--- config.mk ---
export PLATFORM = sky130hd
export DESIGN_NAME = lrt_ctrl
export DESIGN_NICKNAME = d
export VERILOG_FILES = /design/src/sv/lrt_pkg.sv /design/src/sv/lrt_ctrl.sv
export SDC_FILE = /design/constraint.sdc
export NUM_CORES = 1
export LEC_CHECK = 0
export BUFFER_PORTS_ARGS = -buffer_cell sky130_fd_sc_hd__buf_2
export CAP_MARGIN = 20
export CORE_AREA = 2 2 39 41
export DETAILED_ROUTE_END_ITERATION = 7
export DIE_AREA = 0 0 41 43
export GPL_TIMING_DRIVEN = 0
export PLACE_DENSITY = 0.45
export SLEW_MARGIN = 20
export SYNTH_ARGS = -nofsm -noshare
export SYNTH_HDL_FRONTEND = slang
export SYNTH_SLANG_ARGS = --single-unit
--- constraint.sdc ---
create_clock -name i_clk -period 1.6 [get_ports i_clk]
set_input_delay 0.16 -clock i_clk [delete_from_list [all_inputs] [get_ports i_clk]]
set_output_delay 0.16 -clock i_clk [all_outputs]
set_load 0.005 [all_outputs]
--- src/sv/lrt_pkg.sv ---
`timescale 1ns / 1ps
// Shared types, codes and helpers for the longest prefix match route table.
// No dependencies; used by lrt_ctrl, lrt_datapath and lpm_route_table.
package lrt_pkg;

    // Operation codes carried in the input tuser
    localparam logic OP_ADD   = 1'b0;
    localparam logic OP_ROUTE = 1'b1;

    // Result status codes carried in the output tuser
    localparam logic [2:0] ST_ADDED     = 3'd0;
    localparam logic [2:0] ST_FULL      = 3'd1;
    localparam logic [2:0] ST_FORWARDED = 3'd2;
    localparam logic [2:0] ST_EXPIRED   = 3'd3;
    localparam logic [2:0] ST_NO_ROUTE  = 3'd4;

    localparam logic [5:0] MAX_LEN = 6'd32;

    // One stored route
    typedef struct packed {
        logic [31:0] prefix;
        logic [5:0]  length;
        logic        gw_flag;
        logic [31:0] gateway;
        logic [7:0]  port;
    } t_route_entry;

    // Sequencer states
    typedef enum logic [2:0] {
        S_IDLE,
        S_START,
        S_SCAN,
        S_LAST,
        S_DONE
    } t_lrt_state;

    // Commands from the controller to the datapath
    typedef struct packed {
        logic load;
        logic scan_clear;
        logic rd_issue;
        logic finish;
    } t_dp_cmd;

    // Status from the datapath to the controller
    typedef struct packed {
        logic expired;
        logic count_zero;
        logic ptr_last;
        logic out_free;
    } t_dp_status;

    // Saturate a prefix length at 32
    function automatic logic [5:0] sat_len(input logic [5:0] len);
        return (len > MAX_LEN) ? MAX_LEN : len;
    endfunction

    // Mask with the top len bits set; len is already saturated
    function automatic logic [31:0] len_mask(input logic [5:0] len);
        return ~(32'hFFFF_FFFF >> len);
    endfunction

endpackage

--- src/sv/lrt_ctrl.sv ---
`timescale 1ns / 1ps
// Sequencer for the route table: accept, scan the table, deliver the result.
// Depends on lrt_pkg for the state type and the command/status structs.
module lrt_ctrl
    import lrt_pkg::*;
(
    input  logic       i_clk,
    input  logic       i_rst_n,
    input  logic       s_axis_tvalid,
    output logic       s_axis_tready,
    input  t_dp_status i_status,
    output t_dp_cmd    o_cmd
);

    t_lrt_state r_state;
    t_lrt_state n_state;

    // State register
    always_ff @(posedge i_clk) begin
        if (!i_rst_n) begin
            r_state <= S_IDLE;
        end else begin
            r_state <= n_state;
        end
    end

    // Next state and commands
    always_comb begin
        n_state       = r_state;
        o_cmd         = '0;
        s_axis_tready = 1'b0;
        unique case (r_state)
            S_IDLE: begin
                s_axis_tready = 1'b1;
                o_cmd.load    = s_axis_tvalid;
                if (s_axis_tvalid) begin
                    n_state = S_START;
                end
            end
            S_START: begin
                o_cmd.scan_clear = 1'b1;
                // skip the walk for an expired datagram or an empty table
                if (i_status.expired || i_status.count_zero) begin
                    n_state = S_DONE;
                end else begin
                    n_state = S_SCAN;
                end
            end
            S_SCAN: begin
                o_cmd.rd_issue = 1'b1;
                if (i_status.ptr_last) begin
                    n_state = S_LAST;
                end
            end
            S_LAST: begin
                // compare of the final entry happens here
                n_state = S_DONE;
            end
            S_DONE: begin
                if (i_status.out_free) begin
                    o_cmd.finish = 1'b1;
                    n_state      = S_IDLE;
                end
            end
            default: begin
                n_state = S_IDLE;
            end
        endcase
    end

    a_accept_starts: assert property (@(posedge i_clk) disable iff (!i_rst_n)
        (s_axis_tvalid && s_axis_tready) |=> (r_state == S_START))
        else $error("accepted item did not start the sequence");

    a_scan_nonempty: assert property (@(posedge i_clk) disable iff (!i_rst_n)
        (r_state == S_SCAN) |-> !i_status.count_zero)
        else $error("table walk on an empty table");

endmodule

======== After elaboration in Yosys (flattened, before gate mapping) ========
Cells that the tools add are included.
word-level totals
  register bits after elaboration ......... 3
  input port bits ......................... 7
  output and inout port bits .............. 5
  logic and storage cells ................. 22
cells by class
  equal/unequal tests ..................... 7
  mux-type cells .......................... 11
  reductions and logical operators ........ 3
operator list
  kind                                                             count
  3-bit one-hot mux with 5 select lines                            1
  3-bit two-way mux                                                4
  3-bit by 2-bit == test with 1-bit output, second input constant  2
  1-bit two-way mux                                                6
  2-bit != test, second input constant                             3
  3-bit by 1-bit == test with 1-bit output, second input constant  1
  3-bit == test, second input constant                             1
  3-bit logical NOT                                                1
  3-bit AND reduction                                              1
  1-bit logical OR                                                 1

======== Logic depth before layout (Yosys ltp) ========
Gate-level depths: netlist (run 1).
  depth in word-level cells ............... 3
  depth in mapped cells ................... 2
  gate-level depth less buffers ........... 2

======== Least setup slack after synthesis (run 1) ========
OpenSTA, ideal clock, no wires.
  kind .................................... flip-flop to flip-flop
  from .................................... register r_state[1]
  to ...................................... register r_state[1]
  setup time .............................. 0.079 ns
  data arrival time ....................... 1.032 ns
  data required time ...................... 1.521 ns
  path slack .............................. 0.488 ns
  stages on the path, launching flop included .. 3
  buffers on the path ..................... 0
  clock period less this slack ............ 1.112 ns
  cell sequence ........................... dfxtp_1 > or4b_1 > a211oi_2
on the way
  word-level cells in the longest chain between the ends .. 3
  elaborated cells between the ends (all ways) .. 10
  classes of those cells .................. eq/ne (7); mux (1); reduce/logical (2)
ends and longest elaborated chain
  item                                                                    RTL line        source
  start: declaration                                                      lrt_ctrl.sv:15  t_lrt_state r_state;
  start signal: assignment                                                lrt_ctrl.sv:23  r_state <= n_state;
  3-bit by 2-bit == test with 1-bit output, or another cell as far along  lrt_ctrl.sv:32  unique case (r_state)
  2-bit != test (no line)                                                 --
  3-bit AND reduction (no line)                                           --
Parallel ways exist; a longest one is shown, timed or not.
A chain may end at the register's enable or synchronous reset.

==> results of run 1 <==
layout by cell type, fill, tap and decap left out:
cell | Yosys | layout
a211oi_2 | 1 | 1
nor3b_1 | 1 | 1
or2b_1 | 2 | 2
clkbuf_1 | 0 | 1
and2_1 | 1 | 1
and2_2 | 1 | 1
clkbuf_4 | 0 | 3
nor3_1 | 2 | 2
o2111a_1 | 1 | 1
dfxtp_1 | 3 | 3
mux2_2 | 1 | 1
nand3b_1 | 1 | 1
buf_2 | 0 | 11
or3b_1 | 1 | 1
nor2_1 | 2 | 2
inv_1 | 2 | 2
o32ai_1 | 1 | 1
or4b_1 | 1 | 1
metal layers:
layer,part of all wire,global-route usage,vias to the layer above
li1,-,-,107
met1,0.46,0.0707,80
met2,0.39,0.0656,11
met3,0.16,0.0157,0
met4,0,0.0800,0
met5,0,0,-
power by group:
part	leakage [nW]	switching, mW	internal [mW]	total, mW
clock	0.0150	0.0379	0.0934	0.131
combinational	0.0894	0.0186	0.0272	0.0458
sequential	0.0245	0.00825	0.0804	0.0886
area by class of cell:
cell class	instances	area (um2)	share of cell area
Tap cell	16	20.0	0.0684
Inverter	2	7.51	0.0256
Clock buffer	4	26.3	0.0897
Sequential cell	3	60.1	0.205
Timing Repair Buffer	11	55.1	0.188
Multi-Input combinational cell	16	124	0.423
kinds of logic after synthesis:
group	Yosys count
and+or+nand+nor	12
buffers and inverters	2
muxes	1
AOI/OAI and AO/OA	3
DFF	3
metrics by stage:
stage	std cells	hold WS, ns	cell area [um2]	setup WS, ns
6_report	52	0.180	293	0.185
3_5_place_dp	48	0.416	267	0.410
3_3_place_gp	48	0.418	267	0.412
5_1_grt	52	0.186	293	0.105
2_1_floorplan	21	0.277	191	0.488
4_1_cts	52	0.170	293	0.177
worst paths after layout:
check               from          to  slack (ns)  cells after the start
max           r_state[2]    o_cmd[0]        0.18                      3
min          i_status[0]  r_state[2]        0.18                      2
max reg2reg   r_state[1]  r_state[1]        0.40                      2
min reg2reg   r_state[2]  r_state[1]        0.55                      1
cell usage after synthesis:
cell and count:
dfxtp_1 3, inv_1 2, nor2_1 2, nor3_1 2
or2b_1 2, a211oi_2 1, and2_1 1, and2_2 1
mux2_2 1, nand3b_1 1, nor3b_1 1, o2111a_1 1
o32ai_1 1, or3b_1 1, or4b_1 1
==> reports/metrics.csv, run 1 <==
metric,value,unit
routedWlPerCell,8.92,um
worstMarginPinSlew,0.245,ns
largest_reg_flops,3,
grt_pass1_wl,627,um
critPathSlowestCell,dfxtp_1,
synthAdderAreaFrac,0,
muxShareOfSynthArea,0.0588,
utilization,0.212,
cp_top_family,simple AND/OR/NAND/NOR gates,
io_buffers,11,
outcome,"complete, no violations",
crit_chain,or3b_1 -> nor2_1 -> buf_2,
cts_tree,yes,
wl,464,um
crit_path_max_fanout,7,
maxSlewViolCount,0,
p_total,0.266,mW
grt_util_all_layers,0.0582,
cts_max_level,1,
required,1.44,ns
finClkSkew,0.000584,ns
synth_top_family_by_area,simple AND/OR/NAND/NOR gates,
synthXorXnorAreaFrac,0,
netlist.area_leader.share,0.314,
fmax,0.707,GHz
critPathMaxStageDelay,0.43,ns
post-route-period-util,0.885,
slew_headroom,0.837,
drtIter0Drc,1,
hp-class,input pin to register,
overflow,0,
die-area,1760,um2
die_h,43,um
finalSetupTns,0,ns
dp_hpwl,366,um
cp_data_arrival_time,1.26,ns
syn_inst,21,
drt_first_pass_iters,2,
crit_buf_inv,1,
final_nets,44,
finalSetupViolCount,0,
hold_viol,0,
area_delta_synth_final,52.9,%
io-pin-count,12,
cp-end-kind,primary output,
cts_setup_buffers,0,
die_w,41,um
top_regs,r_state x3,
worstSetupPathType,register to primary output,
start_kind,register,
rows,14,
syn_area_per_cell,9.12,um2
drive_gt1_frac,0.472,
grt_pass1_vias,165,
synth_top_cell_by_area,dfxtp_1,
cts_buffers,3,
maxCapViolations,0,
yosys.area_share.simple,0.418,
cts.repair.resized,0,
rsz0062_at_grt,no,
synth_compound_area_frac,0.170,
cts.sinks,3,
place.gp.congestion,0.519,
dr_total_vias,198,
cts.clk_slew.worst_paths,0.04,ns
antenna_found_initial,0,
fill_cells,160,
drc,0,
cts_root_buf,clkbuf_4,
syn_area,191,um2
detail-route-antenna-nets,0,
power_density,907,nW/um2
cts.path.max_buffers,2,
ys_seq_area_frac,0.314,
synthTopCellsByArea,"dfxtp_1, or2b_1, a211oi_2, mux2_2, o2111a_1",
synth_fp_nets,28,
clk-insertion-delay-late,0.23,ns
yosys_warnings,0,
grt_max_degree,10,
ys_types,15,
ir_worst_vdd,0.260,mV
ctsHoldBuffers,0,
avgViaCountPerCell,3.81,
regMostFlops,r_state,
core-area,1380,um2
start_util,0.138,
p_leak,0.129,nW
ys_ff_latch,3,
n_antenna_cell,0,
min_period,1.42,ns
(Power assumes the default switching activity.)
==> inputs of run 2 (changes only) <==
RECOVER_POWER = 50   (was not set)
==> reports/metrics.csv, run 2 (synthesis gave the netlist of run 1 again) <==
metric,value,unit,change
outcome,"complete, no violations",,unchanged
mostFrequentLayoutCell,buf_2,,unchanged
cts_tree,yes,,unchanged
cts_setup_buffers,0,,unchanged
top_regs,r_state x3,,unchanged
fmax,0.707,GHz,about the same
avgViaCountPerCell,3.81,,unchanged
mostFrequentLayoutCells,"buf_2, clkbuf_4, clkbuf_1, dfxtp_1",,"was buf_2, clkbuf_4, dfxtp_1"
post-route-period-util,0.884,,was 0.885
antenna_found_initial,0,,unchanged
multi_input_area,124,um2,unchanged
wl,468,um,was 464 um
cts.path.max_buffers,2,,unchanged
r2r_end,r_state[1],,unchanged
dp_cells,48,,unchanged
cts_buffers,3,,unchanged
layout.cells.non_filler,52,,unchanged
drive_gt1_frac,0.417,,was 0.472
worstMarginPinSlew,0.245,ns,unchanged
ctsHoldBuffers,0,,unchanged
overflow,0,,unchanged
slew_headroom,0.837,,unchanged
required,1.44,ns,about the same
die_h,43,um,unchanged
cts.clk_slew.worst_paths,0.04,ns,about the same
dr_total_vias,198,,unchanged
maxCapViolations,0,,unchanged
power_density,911,nW/um2,was 907 nW/um2
crit_end,o_cmd[0],,unchanged
clk-insertion-delay-late,0.23,ns,about the same
rows,14,,unchanged
n_antenna_cell,0,,unchanged
startpoint,r_state[2],,unchanged
ff2ff_path_depth,2,,unchanged
p_leak,0.123,nW,was 0.129 nW
detail-route-antenna-nets,0,,unchanged
drc,0,,unchanged
grt_util_all_layers,0.0582,,unchanged
regMostFlops,r_state,,unchanged
cp_data_arrival_time,1.26,ns,about the same
finalSetupViolCount,0,,unchanged
start_kind,register,,unchanged
hp-class,input pin to register,,unchanged
die-area,1760,um2,unchanged
ir_worst_vdd,0.260,mV,about the same
register_area,60.1,um2,unchanged
grt_pass1_wl,627,um,unchanged
die_w,41,um,unchanged
grt_max_degree,10,,unchanged
dp_hpwl,366,um,unchanged
maxSlewViolCount,0,,unchanged
io-pin-count,12,,unchanged
start_util,0.138,,unchanged
fill_cells,162,,was 160
worstSetupPathType,register to primary output,,unchanged
rsz0062_at_grt,no,,unchanged
min_period,1.42,ns,about the same
core-area,1380,um2,unchanged
drt_first_pass_iters,2,,unchanged
crit_path_max_fanout,7,,unchanged
cts_root_buf,clkbuf_4,,unchanged
finalSetupTns,0,ns,unchanged
whs_path_depth,2,,unchanged
cts_max_level,1,,unchanged
cts.sinks,3,,unchanged
post-route-cell-area,290,um2,was 293 um2
cp-end-kind,primary output,,unchanged
io_buffers,11,,unchanged
grt_pass1_vias,165,,unchanged
reg2reg_slack,0.40,ns,about the same
finClkSkew,0.000584,ns,unchanged
place.gp.congestion,0.519,,unchanged
routedWlPerCell,9.00,um,was 8.92 um
p_total,0.264,mW,was 0.266 mW
cts.repair.resized,0,,unchanged
drtIter0Drc,1,,unchanged
area_delta_synth_final,51.6,%,was 52.9%
final_nets,44,,unchanged
r2r_start,r_state[1],,unchanged
largest_reg_flops,3,,unchanged
hold_viol,0,,unchanged
placed_area,267,um2,unchanged
run 2: changes by cell type in the layout (fill, tap and decap cells not counted), sizes merged:
cell    delta
clkbuf     +2
buf        -2
run 2: worst min-delay path by stage:
| stage | from | end |
|---|---|---|
| 2_1_floorplan | i_status[0] | r_state[2] |
| 3_3_place_gp | i_status[0] | r_state[2] |
| 3_5_place_dp | i_status[0] | r_state[2] |
| 4_1_cts | i_status[0] | r_state[2] |
| 5_1_grt | i_status[0] | r_state[2] |
| 6_report | i_status[0] | r_state[2] |
run 2: report_power, final:
| part | internal (mW) | switching (mW) | leakage, nW | total (mW) |
|---|---|---|---|---|
| Combinational | 0.0256 | 0.0190 | 0.0835 | 0.0446 |
| Clock | 0.0934 | 0.0379 | 0.0150 | 0.131 |
| Sequential | 0.0804 | 0.00825 | 0.0245 | 0.0886 |
| Total | 0.199 | 0.0651 | 0.123 | 0.264 |
run 2: critical path: stages (launching register included):
cell	delay (ns)
dfxtp_1	0.43
or3b_1	0.39
nor2_1	0.09
buf_2	0.12
run 2: per-layer routing:
layer	vias to the layer above	track usage	wire (um)
met5	-	0	0
met4	0	0.0800	0
met3	0	0.0157	71
met2	11	0.0656	179
met1	80	0.0707	217
li1	107	-	-
run 2: area by class of cell:
class                      instances  area share
tap                               16      0.0690
timing repair buffer              11       0.181
sequential                         3       0.207
multi-input combinational         16       0.427
clock buffer                       4      0.0905
inverter                           2      0.0259
run 2: through the flow:
stage	setup WS (ns)	util	hold slack, ns
final	0.185	0.210	0.180
after CTS	0.177	0.212	0.170
after global routing	0.105	0.210	0.186
after detailed placement	0.410	0.193	0.416
after floorplan	0.488	-	0.277
after global placement	0.412	0.193	0.418
